[src/sv/bvm_pkg.sv]
`timescale 1ns / 1ps
// shared types and constants for the battery voltage monitor
// no dependencies; used by every module of the block

package bvm_pkg;

   // millivolt fields and result fields
   localparam int MV_W    = 13;
   localparam int BAR_W   = 3;
   localparam int COLOR_W = 2;
   localparam int INDEX_W = 3;

   // register indexes
   localparam logic [INDEX_W-1:0] CSR_LOW_CUTOFF = 3'd0;
   localparam logic [INDEX_W-1:0] CSR_FULL_BAR   = 3'd1;
   localparam logic [INDEX_W-1:0] CSR_THREE_BAR  = 3'd2;
   localparam logic [INDEX_W-1:0] CSR_TWO_BAR    = 3'd3;
   localparam logic [INDEX_W-1:0] CSR_WARN_BAR   = 3'd4;
   localparam logic [INDEX_W-1:0] CSR_FAST_POLL  = 3'd5;

   // register reset values
   localparam logic [MV_W-1:0] LOW_CUTOFF_RST = 13'd3000;
   localparam logic [MV_W-1:0] FULL_BAR_RST   = 13'd3750;
   localparam logic [MV_W-1:0] THREE_BAR_RST  = 13'd3550;
   localparam logic [MV_W-1:0] TWO_BAR_RST    = 13'd3350;
   localparam logic [MV_W-1:0] WARN_BAR_RST   = 13'd3100;
   localparam logic [MV_W-1:0] FAST_POLL_RST  = 13'd3200;

   // fast poll never asserts at or below this floor
   localparam logic [MV_W-1:0] FAST_POLL_FLOOR_MV = 13'd500;

   // bar colors
   localparam logic [COLOR_W-1:0] COLOR_GREEN  = 2'd0;
   localparam logic [COLOR_W-1:0] COLOR_YELLOW = 2'd1;
   localparam logic [COLOR_W-1:0] COLOR_RED    = 2'd2;
   localparam logic [COLOR_W-1:0] COLOR_OFF    = 2'd3;

   // bar levels
   localparam logic [BAR_W-1:0] BARS_ONE   = 3'd1;
   localparam logic [BAR_W-1:0] BARS_TWO   = 3'd2;
   localparam logic [BAR_W-1:0] BARS_THREE = 3'd3;
   localparam logic [BAR_W-1:0] BARS_FOUR  = 3'd4;

   // per-item flags carried down the pipe
   typedef struct packed {
      logic on_charger;
      logic dim_window;
      logic blink_phase;
   } flags_type;

   // threshold register file
   typedef struct packed {
      logic [MV_W-1:0] low_cutoff_mv;
      logic [MV_W-1:0] full_bar_mv;
      logic [MV_W-1:0] three_bar_mv;
      logic [MV_W-1:0] two_bar_mv;
      logic [MV_W-1:0] warn_bar_mv;
      logic [MV_W-1:0] fast_poll_mv;
   } thresholds_type;

endpackage

[src/sv/battery_voltage_monitor_core.sv]
`timescale 1ns / 1ps
// battery voltage monitor, top level
// depends on bvm_pkg, bvm_csr, bvm_window, bvm_divide, bvm_classify
//
// Usage:
//   req_ channel: one voltage sample in millivolts plus charger, dim window
//   and blink phase flags per transfer. rsp_ channel: one result per sample
//   with the moving average of the last WINDOW_LEN samples, bar level and
//   color, the sticky low battery flag and the fast poll flag.
//   csr_ channel: threshold writes by index, always ready; write only while
//   the block is idle.
//   The pipe has 3 register stages: running total update, reciprocal
//   multiply for the average, then classify into the result register.
//   Throughput is one sample per cycle while the receiver keeps rsp_ready
//   high; the running total is a single add and subtract per sample and
//   each stage holds one item.
//   Reset clears the sample history and running total to zero, restores
//   the threshold defaults and clears the low battery latch, which nothing
//   else clears. The first WINDOW_LEN-1 averages include the zeroed history.
//   When the receiver stalls, each stage fills in turn; req_ready drops
//   only once all three stages hold items and rsp_ready is low.

module battery_voltage_monitor_core #(
   parameter int WINDOW_LEN = 8
) (
   input  logic                         clock,
   input  logic                         reset,
   input  logic                         req_valid,
   output logic                         req_ready,
   input  logic [bvm_pkg::MV_W-1:0]     req_sample_mv,
   input  logic                         req_on_charger,
   input  logic                         req_dim_window,
   input  logic                         req_blink_phase,
   output logic                         rsp_valid,
   input  logic                         rsp_ready,
   output logic [bvm_pkg::MV_W-1:0]     rsp_average_mv,
   output logic [bvm_pkg::BAR_W-1:0]    rsp_bar_count,
   output logic [bvm_pkg::COLOR_W-1:0]  rsp_bar_color,
   output logic                         rsp_battery_low,
   output logic                         rsp_poll_fast,
   input  logic                         csr_valid,
   output logic                         csr_ready,
   input  logic [bvm_pkg::INDEX_W-1:0]  csr_index,
   input  logic [bvm_pkg::MV_W-1:0]     csr_data
);

   localparam int TOTAL_W = $clog2(WINDOW_LEN * 8191 + 1);

   bvm_pkg::thresholds_type   thresholds;
   bvm_pkg::flags_type        req_flags;
   bvm_pkg::flags_type        win_flags;
   bvm_pkg::flags_type        div_flags;
   logic                      win_valid;
   logic                      win_ready;
   logic [TOTAL_W-1:0]        win_total;
   logic                      div_valid;
   logic                      div_ready;
   logic [bvm_pkg::MV_W-1:0]  div_average;

   assign req_flags.on_charger  = req_on_charger;
   assign req_flags.dim_window  = req_dim_window;
   assign req_flags.blink_phase = req_blink_phase;

   // threshold registers
   bvm_csr u_csr (
      .clock      (clock),
      .reset      (reset),
      .csr_valid  (csr_valid),
      .csr_ready  (csr_ready),
      .csr_index  (csr_index),
      .csr_data   (csr_data),
      .thresholds (thresholds)
   );

   // sample history and running total
   bvm_window #(
      .WINDOW_LEN (WINDOW_LEN)
   ) u_window (
      .clock     (clock),
      .reset     (reset),
      .in_valid  (req_valid),
      .in_ready  (req_ready),
      .sample_mv (req_sample_mv),
      .in_flags  (req_flags),
      .out_valid (win_valid),
      .out_ready (win_ready),
      .total     (win_total),
      .out_flags (win_flags)
   );

   // moving average
   bvm_divide #(
      .WINDOW_LEN (WINDOW_LEN)
   ) u_divide (
      .clock      (clock),
      .reset      (reset),
      .in_valid   (win_valid),
      .in_ready   (win_ready),
      .total      (win_total),
      .in_flags   (win_flags),
      .out_valid  (div_valid),
      .out_ready  (div_ready),
      .average_mv (div_average),
      .out_flags  (div_flags)
   );

   // indicator decode and result register
   bvm_classify u_classify (
      .clock           (clock),
      .reset           (reset),
      .in_valid        (div_valid),
      .in_ready        (div_ready),
      .average_mv      (div_average),
      .in_flags        (div_flags),
      .thresholds      (thresholds),
      .rsp_valid       (rsp_valid),
      .rsp_ready       (rsp_ready),
      .rsp_average_mv  (rsp_average_mv),
      .rsp_bar_count   (rsp_bar_count),
      .rsp_bar_color   (rsp_bar_color),
      .rsp_battery_low (rsp_battery_low),
      .rsp_poll_fast   (rsp_poll_fast)
   );

   // the low latch never falls outside reset
   assert property (@(posedge clock) disable iff (reset)
      rsp_battery_low |=> rsp_battery_low)
      else $error("low battery latch cleared without reset");

   // input backpressure only comes from a stalled full pipe
   assert property (@(posedge clock) disable iff (reset)
      !req_ready |-> (rsp_valid && !rsp_ready && win_valid && div_valid))
      else $error("req_ready low with room in the pipe");

   // dark blink phase shows a single bar
   assert property (@(posedge clock) disable iff (reset)
      (rsp_valid && (rsp_bar_color == bvm_pkg::COLOR_OFF))
         |-> (rsp_bar_count == bvm_pkg::BARS_ONE))
      else $error("blank color with more than one bar");

   // fast poll needs an average above the floor
   assert property (@(posedge clock) disable iff (reset)
      (rsp_valid && rsp_poll_fast) |-> (rsp_average_mv > bvm_pkg::FAST_POLL_FLOOR_MV))
      else $error("fast poll at or below floor");

endmodule

[src/sv/bvm_csr.sv]
`timescale 1ns / 1ps
// threshold register file with its own write channel
// depends on bvm_pkg

module bvm_csr (
   input  logic                         clock,
   input  logic                         reset,
   input  logic                         csr_valid,
   output logic                         csr_ready,
   input  logic [bvm_pkg::INDEX_W-1:0]  csr_index,
   input  logic [bvm_pkg::MV_W-1:0]     csr_data,
   output bvm_pkg::thresholds_type      thresholds
);

   bvm_pkg::thresholds_type regs_ff;
   bvm_pkg::thresholds_type regs_in;

   // writes are always taken
   assign csr_ready = 1'b1;

   // decode the write, unknown indexes leave everything alone
   always_comb begin
      regs_in = regs_ff;
      if (csr_valid) begin
         case (csr_index)
            bvm_pkg::CSR_LOW_CUTOFF: regs_in.low_cutoff_mv = csr_data;
            bvm_pkg::CSR_FULL_BAR:   regs_in.full_bar_mv   = csr_data;
            bvm_pkg::CSR_THREE_BAR:  regs_in.three_bar_mv  = csr_data;
            bvm_pkg::CSR_TWO_BAR:    regs_in.two_bar_mv    = csr_data;
            bvm_pkg::CSR_WARN_BAR:   regs_in.warn_bar_mv   = csr_data;
            bvm_pkg::CSR_FAST_POLL:  regs_in.fast_poll_mv  = csr_data;
            default:                 regs_in = regs_ff;
         endcase
      end
   end

   always_ff @(posedge clock) begin
      if (reset) begin
         regs_ff.low_cutoff_mv <= bvm_pkg::LOW_CUTOFF_RST;
         regs_ff.full_bar_mv   <= bvm_pkg::FULL_BAR_RST;
         regs_ff.three_bar_mv  <= bvm_pkg::THREE_BAR_RST;
         regs_ff.two_bar_mv    <= bvm_pkg::TWO_BAR_RST;
         regs_ff.warn_bar_mv   <= bvm_pkg::WARN_BAR_RST;
         regs_ff.fast_poll_mv  <= bvm_pkg::FAST_POLL_RST;
      end else begin
         regs_ff <= regs_in;
      end
   end

   assign thresholds = regs_ff;

endmodule

[src/sv/bvm_window.sv]
`timescale 1ns / 1ps
// sample shift line and running total, first pipeline stage
// depends on bvm_pkg

module bvm_window #(
   parameter int WINDOW_LEN = 8,
   localparam int TOTAL_W = $clog2(WINDOW_LEN * 8191 + 1)
) (
   input  logic                      clock,
   input  logic                      reset,
   input  logic                      in_valid,
   output logic                      in_ready,
   input  logic [bvm_pkg::MV_W-1:0]  sample_mv,
   input  bvm_pkg::flags_type        in_flags,
   output logic                      out_valid,
   input  logic                      out_ready,
   output logic [TOTAL_W-1:0]        total,
   output bvm_pkg::flags_type        out_flags
);

   logic [bvm_pkg::MV_W-1:0] ring_ff [WINDOW_LEN];
   logic [TOTAL_W-1:0]       total_ff;
   logic [TOTAL_W-1:0]       total_in;
   logic                     valid_ff;
   bvm_pkg::flags_type       flags_ff;
   logic                     load;

   assign in_ready = !valid_ff || out_ready;
   assign load     = in_valid && in_ready;

   // new sample in, oldest sample out
   assign total_in = total_ff - TOTAL_W'(ring_ff[WINDOW_LEN-1]) + TOTAL_W'(sample_mv);

   // shift line, the last tap is the oldest sample
   always_ff @(posedge clock) begin
      if (reset) begin
         for (int i = 0; i < WINDOW_LEN; i++) begin
            ring_ff[i] <= '0;
         end
         total_ff <= '0;
      end else if (load) begin
         ring_ff[0] <= sample_mv;
         for (int i = 1; i < WINDOW_LEN; i++) begin
            ring_ff[i] <= ring_ff[i-1];
         end
         total_ff <= total_in;
      end
   end

   // stage valid
   always_ff @(posedge clock) begin
      if (reset) begin
         valid_ff <= 1'b0;
      end else if (in_ready) begin
         valid_ff <= in_valid;
      end
   end

   // flags travel with the item
   always_ff @(posedge clock) begin
      if (load) begin
         flags_ff <= in_flags;
      end
   end

   assign out_valid = valid_ff;
   assign total     = total_ff;
   assign out_flags = flags_ff;

endmodule

[src/sv/bvm_divide.sv]
`timescale 1ns / 1ps
// average by reciprocal multiply, second pipeline stage
// depends on bvm_pkg

module bvm_divide #(
   parameter int WINDOW_LEN = 8,
   localparam int TOTAL_W = $clog2(WINDOW_LEN * 8191 + 1)
) (
   input  logic                      clock,
   input  logic                      reset,
   input  logic                      in_valid,
   output logic                      in_ready,
   input  logic [TOTAL_W-1:0]        total,
   input  bvm_pkg::flags_type        in_flags,
   output logic                      out_valid,
   input  logic                      out_ready,
   output logic [bvm_pkg::MV_W-1:0]  average_mv,
   output bvm_pkg::flags_type        out_flags
);

   // floor(total / WINDOW_LEN) == (total * RECIP) >> SHIFT, exact for all totals
   localparam int      LOG_N  = $clog2(WINDOW_LEN);
   localparam int      SHIFT  = TOTAL_W + LOG_N;
   localparam longint  RECIP  = ((64'd1 << SHIFT) + WINDOW_LEN - 1) / WINDOW_LEN;
   localparam int      RECIP_W = SHIFT - LOG_N + 2;
   localparam int      PROD_W = TOTAL_W + RECIP_W;

   logic [RECIP_W-1:0]        recip;
   logic [PROD_W-1:0]         product;
   logic [bvm_pkg::MV_W-1:0]  avg_ff;
   logic                      valid_ff;
   bvm_pkg::flags_type        flags_ff;
   logic                      load;

   assign in_ready = !valid_ff || out_ready;
   assign load     = in_valid && in_ready;

   assign recip   = RECIP_W'(RECIP);
   assign product = PROD_W'(total) * PROD_W'(recip);

   always_ff @(posedge clock) begin
      if (reset) begin
         valid_ff <= 1'b0;
      end else if (in_ready) begin
         valid_ff <= in_valid;
      end
   end

   // quotient and flags
   always_ff @(posedge clock) begin
      if (load) begin
         avg_ff   <= product[SHIFT +: bvm_pkg::MV_W];
         flags_ff <= in_flags;
      end
   end

   assign out_valid  = valid_ff;
   assign average_mv = avg_ff;
   assign out_flags  = flags_ff;

endmodule

[src/sv/bvm_classify.sv]
`timescale 1ns / 1ps
// bar level, color, poll flag and sticky low latch, result register
// depends on bvm_pkg

module bvm_classify (
   input  logic                         clock,
   input  logic                         reset,
   input  logic                         in_valid,
   output logic                         in_ready,
   input  logic [bvm_pkg::MV_W-1:0]     average_mv,
   input  bvm_pkg::flags_type           in_flags,
   input  bvm_pkg::thresholds_type      thresholds,
   output logic                         rsp_valid,
   input  logic                         rsp_ready,
   output logic [bvm_pkg::MV_W-1:0]     rsp_average_mv,
   output logic [bvm_pkg::BAR_W-1:0]    rsp_bar_count,
   output logic [bvm_pkg::COLOR_W-1:0]  rsp_bar_color,
   output logic                         rsp_battery_low,
   output logic                         rsp_poll_fast
);

   logic                         valid_ff;
   logic [bvm_pkg::MV_W-1:0]     avg_ff;
   logic [bvm_pkg::BAR_W-1:0]    bars_ff;
   logic [bvm_pkg::BAR_W-1:0]    bars_in;
   logic [bvm_pkg::COLOR_W-1:0]  color_ff;
   logic [bvm_pkg::COLOR_W-1:0]  color_in;
   logic                         low_ff;
   logic                         low_in;
   logic                         poll_ff;
   logic                         poll_in;
   logic                         load;

   assign in_ready = !valid_ff || rsp_ready;
   assign load     = in_valid && in_ready;

   // thresholds checked from the top down, first hit wins
   always_comb begin
      if (average_mv >= thresholds.full_bar_mv) begin
         bars_in  = bvm_pkg::BARS_FOUR;
         color_in = bvm_pkg::COLOR_GREEN;
      end else if (average_mv >= thresholds.three_bar_mv) begin
         bars_in  = bvm_pkg::BARS_THREE;
         color_in = bvm_pkg::COLOR_GREEN;
      end else if (average_mv >= thresholds.two_bar_mv) begin
         bars_in  = bvm_pkg::BARS_TWO;
         color_in = bvm_pkg::COLOR_GREEN;
      end else if (average_mv >= thresholds.warn_bar_mv) begin
         bars_in  = bvm_pkg::BARS_ONE;
         color_in = bvm_pkg::COLOR_YELLOW;
      end else begin
         bars_in  = bvm_pkg::BARS_ONE;
         color_in = in_flags.blink_phase ? bvm_pkg::COLOR_RED : bvm_pkg::COLOR_OFF;
      end
   end

   // low latch sets only off charger inside the dim window
   assign low_in = low_ff
                   || ((average_mv <= thresholds.low_cutoff_mv)
                       && !in_flags.on_charger && in_flags.dim_window);

   assign poll_in = (average_mv < thresholds.fast_poll_mv)
                    && (average_mv > bvm_pkg::FAST_POLL_FLOOR_MV);

   // control state
   always_ff @(posedge clock) begin
      if (reset) begin
         valid_ff <= 1'b0;
         low_ff   <= 1'b0;
      end else begin
         if (in_ready) begin
            valid_ff <= in_valid;
         end
         if (load) begin
            low_ff <= low_in;
         end
      end
   end

   // result payload
   always_ff @(posedge clock) begin
      if (load) begin
         avg_ff   <= average_mv;
         bars_ff  <= bars_in;
         color_ff <= color_in;
         poll_ff  <= poll_in;
      end
   end

   assign rsp_valid       = valid_ff;
   assign rsp_average_mv  = avg_ff;
   assign rsp_bar_count   = bars_ff;
   assign rsp_bar_color   = color_ff;
   assign rsp_battery_low = low_ff;
   assign rsp_poll_fast   = poll_ff;

endmodule

[config.mk]
export PLATFORM = sky130hd
export DESIGN_NAME = battery_voltage_monitor_core
export DESIGN_NICKNAME = d
export VERILOG_FILES = /design/src/sv/bvm_pkg.sv /design/src/sv/battery_voltage_monitor_core.sv /design/src/sv/bvm_csr.sv /design/src/sv/bvm_window.sv /design/src/sv/bvm_divide.sv /design/src/sv/bvm_classify.sv
export SDC_FILE = /design/constraint.sdc
export NUM_CORES = 1
export LEC_CHECK = 0
export ABC_CLOCK_PERIOD_IN_PS = 3300
export BUFFER_PORTS_ARGS = -buffer_cell sky130_fd_sc_hd__buf_2
export CAP_MARGIN = 20
export CORE_MARGIN = 1
export CORE_UTILIZATION = 57
export CTS_BUF_LIST = sky130_fd_sc_hd__clkbuf_2
export DETAILED_ROUTE_END_ITERATION = 8
export GPL_ROUTABILITY_DRIVEN = 1
export PLACE_DENSITY = 0.84
export SETUP_SLACK_MARGIN = 0.1
export SYNTH_ARGS = -nofsm -noshare
export SYNTH_HDL_FRONTEND = slang
export SYNTH_SLANG_ARGS = --single-unit
[constraint.sdc]
create_clock -name clock -period 3.3 [get_ports clock]
set_clock_uncertainty 0.15 [all_clocks]
set_input_delay 0.33 -clock clock [delete_from_list [all_inputs] [get_ports clock]]
set_output_delay 0.33 -clock clock [all_outputs]
set_load 0.05 [all_outputs]
==> results by group <==
Worst setup path
  – Startpoint types: register
  – Critical-path cell list: fa_1 > inv_1 > fa_1 > a211oi_2 > o211ai_1 > a41oi_1 > a21oi_1 > xor2_1 > a22o_1
  – CP required: 3880 ps
  – CP peak stage delay: 520 ps
  – Critical Path Most Common Cell: fa_1
  – CP max-delay cell: fa_1
  – CP arrival: 3660 ps
  – WS Path Type: reg2reg
  – Max Fanout on Critical Path: 3
  – Worst setup EP type: register

Clock tree
  – CTS sink cnt: 240
  – Worst-skew pair later-pin latency: 870 ps
  – Buffer depth of the longest clock path: 3
  – CTS tree: yes
  – Htree depth: 2
  – Clk slew on worst S/H paths: 100 ps
  – Root Driver: clkbuf_2
  – Cts bufs inserted: 60

Place
  – Post-DP HPWL: 15600 um
  – Area post-placement: 0.0122 sq mm
  – GP Congestion: 0.875
  – IO Port Bufs: 58

Timing
  – Total negative slack: 0 ps
  – Fmax: 325 MHz
  – Final Critical Period: 3080 ps
  – Unrepaired setup endpoints after global routing: false
  – Worst-margin pin slew: 953 ps
  – Fin. max-slew vios: 0
  – Fin. Hold Viols: 0
  – Relative slew slack: 36.2%
  – Period utilisation layout: 93.2%
  – Hold_ws: 60.9 ps
  – # setup viols final: 0

Floorplanning
  – Die area: 0.0208 sq mm
  – Initial core utilization: 58.7%
  – Core region area: 0.0197 sq mm
  – Die width: 144 um
  – IO Pins: 60
  – Rows: 51
  – Vert. Die Dim: 144 um

Global routing
  – Initial antenna violation count: 1
  – GRT Util Overall: 25.3%
  – Vias in the first global route: 8204
  – Total congestion overflow: 0
  – First-pass GRT wire length: 40000 um
  – Largest net degree at the start of global routing: 118

Logic synthesis
  – Post-Synthesis Cells: 1085
  – #FFs+latches synth: 240
  – Post-synth ARST share: 0%
  – Post-Syn Area: 0.0115 sq mm
  – Unique masters post-synth: 57
  – Syn Nets: 1228
  – Mean post-synth cell area: 10.6 sq um
  – Yosys Warn Count: 0
  – Post-synth EDFFs: 142
  – Post-synth top flop: edfxtp_1
  – Sequential-to-total area share from yosys stat: 54.0%

Drt
  – Detailed Route Iter0 Violations: 583
  – DR vias/cell: 5.47
  – Wirelength, routed: 25200 um
  – DRC: 0
  – Via count: 8471
  – Drt wl/cell: 16.2 um
  – Final ANT Viol Nets: 0
  – First drt pass iteration count: 5

Hold path
  – Worst Hold Class: in2reg

Run status
  – Status: finished clean

Final layout
  – Finished Cell Area: 0.0133 sq mm
  – Share of layout cells above drive strength 1: 15.0%
  – Fin nets: 1377
  – Area growth syn-to-layout: 15.5%

Power
  – PD cells: 563 mW/mm^2
  – VDD IR max: 0.374 mV
  – LEAKAGE: 5.96 nW

Job
  – Max_cap viols: 0
## per-stage QoR
step | setup WS [ps] | instances | util, % | total power, mW
finish | 224 | 1550 | 67.7 | 7.49
CTS | 121 | 1549 | 67.7 | 7.51
global placement | 148 | 1380 | 61.8 | 5.37
global route | 82.7 | 1550 | 67.7 | 7.94
detailed placement | 33.7 | 1380 | 61.8 | 5.42
floorplan | -21.8 | 1085 | - | 4.94
## Yosys cell counts, drive strengths merged, types with 21 or more instances
| library cell | count | area [sq um] |
|---|---|---|
| nor2 | 49 | 184 |
| a211o | 27 | 236 |
| ha | 93 | 1160 |
| dfxtp | 98 | 1960 |
| edfxtp | 142 | 4260 |
| a21oi | 74 | 370 |
| clkbuf | 31 | 116 |
| nor2b | 36 | 225 |
| nand2 | 136 | 510 |
| and2 | 69 | 432 |
| inv | 134 | 503 |
| a21o | 21 | 158 |
## critical path, delay by kind of cell, from the launching register on
| kind | cells | cell delay (ps) |
|---|---|---|
| buffers and inverters | 1 | 70 |
| DFF | 1 | 420 |
| adders and majority gates | 2 | 1030 |
| AOI/OAI and AO/OA | 5 | 1160 |
| xor gates and xnor gates | 1 | 150 |
## layout make-up
type | instances | area (sq um)
Multi-Input combinational cell | 671 | 4700
Antenna cell | 1 | 2.50
Tap cell | 265 | 332
Sequential cell | 240 | 6230
Fill cell | 1471 | 6340
Clock inverter | 17 | 101
Clock buffer | 95 | 475
Timing Repair Buffer | 126 | 958
Inverter | 135 | 515
## power by group
group / switching [mW] / total, mW / internal, mW
clock: 1.20 / 2.05 / 0.845
combinational: 1.06 / 1.86 / 0.806
sequential: 0.160 / 3.58 / 3.42
total: 2.42 / 7.49 / 5.07
## placed cells by master, fill, tap and decap left out, drive strengths merged, types with 10 or more instances in the layout
| master | netlist | final |
|---|---|---|
| dlygate4sd3 | 0 | 57 |
| and2 | 69 | 69 |
| buf | 8 | 69 |
| o21ai | 16 | 16 |
| a211o | 27 | 27 |
| nand2 | 136 | 136 |
| dfxtp | 98 | 98 |
| clkinv | 1 | 15 |
| fa | 13 | 13 |
| clkbuf | 31 | 95 |
| edfxtp | 142 | 142 |
| nor3 | 17 | 17 |
| nor2 | 49 | 49 |
| a211oi | 10 | 10 |
| a21o | 21 | 21 |
| nor2b | 36 | 36 |
| nand3b | 15 | 15 |
| ha | 93 | 93 |
| a21oi | 74 | 74 |
| inv | 134 | 134 |
## flip-flops by register name, indices dropped and copies added, names as in the netlist
signal	flops
u_window.ring_ff	104
u_csr.thresholds	78
u_classify.rsp_battery_low	1
u_classify.rsp_poll_fast	1
u_divide.out_flags	3
u_window.total	16
u_divide.out_valid	1
u_classify.rsp_bar_color	2
u_classify.rsp_bar_count	3
u_window.out_valid	1
u_divide.average_mv	13
u_classify.rsp_valid	1
u_classify.rsp_average_mv	13
u_window.out_flags	3
## layer usage
metal | vias to the layer above | global-route usage, % | share of wire [%]
met3 | 84 | 4.54 | 6.2
met5 | - | 0 | 0
met4 | 0 | 12.9 | 4.5
met2 | 311 | 42.2 | 47
li1 | 4050 | - | -
met1 | 4026 | 31.7 | 43
## path summary, 6_finish.rpt
path | from | endpoint | slack, ps | cells past startpoint
max | u_window.ring_ff[1][40]$_SDFFCE_PP0P_ | u_window.total[14]$_SDFFE_PP0P_ | 220 | 9
max reg2reg | u_window.ring_ff[1][40]$_SDFFCE_PP0P_ | u_window.total[14]$_SDFFE_PP0P_ | 220 | 9
min | req_on_charger | u_window.out_flags[2]$_DFFE_PP_ | 60 | 2
min reg2reg | u_window.total[12]$_SDFFE_PP0P_ | u_divide.average_mv[9]$_DFFE_PP_ | 270 | 0
## cell families (layout without fill, tap and decap cells)
family	count (synthesis)	in the layout	share of synthesized area, %
other cells	1	2	0.0325
flops	240	240	54.0
simple gates	355	355	15.2
xor+xnor	11	11	0.836
fa+ha+maj	106	106	12.4
buf+inv	174	373	5.72
compound gates	192	192	11.3
mux	6	6	0.532
## what timing repair did
action | in CTS | in global routing
gates resized for setup | 0 | 2
hold endpoints to repair | 121 | 0
hold buffers | 57 | 0
endpoints found under the setup margin | 0 | 2
setup buffers | 0 | 0
Power figures use the tool's default switching activity.
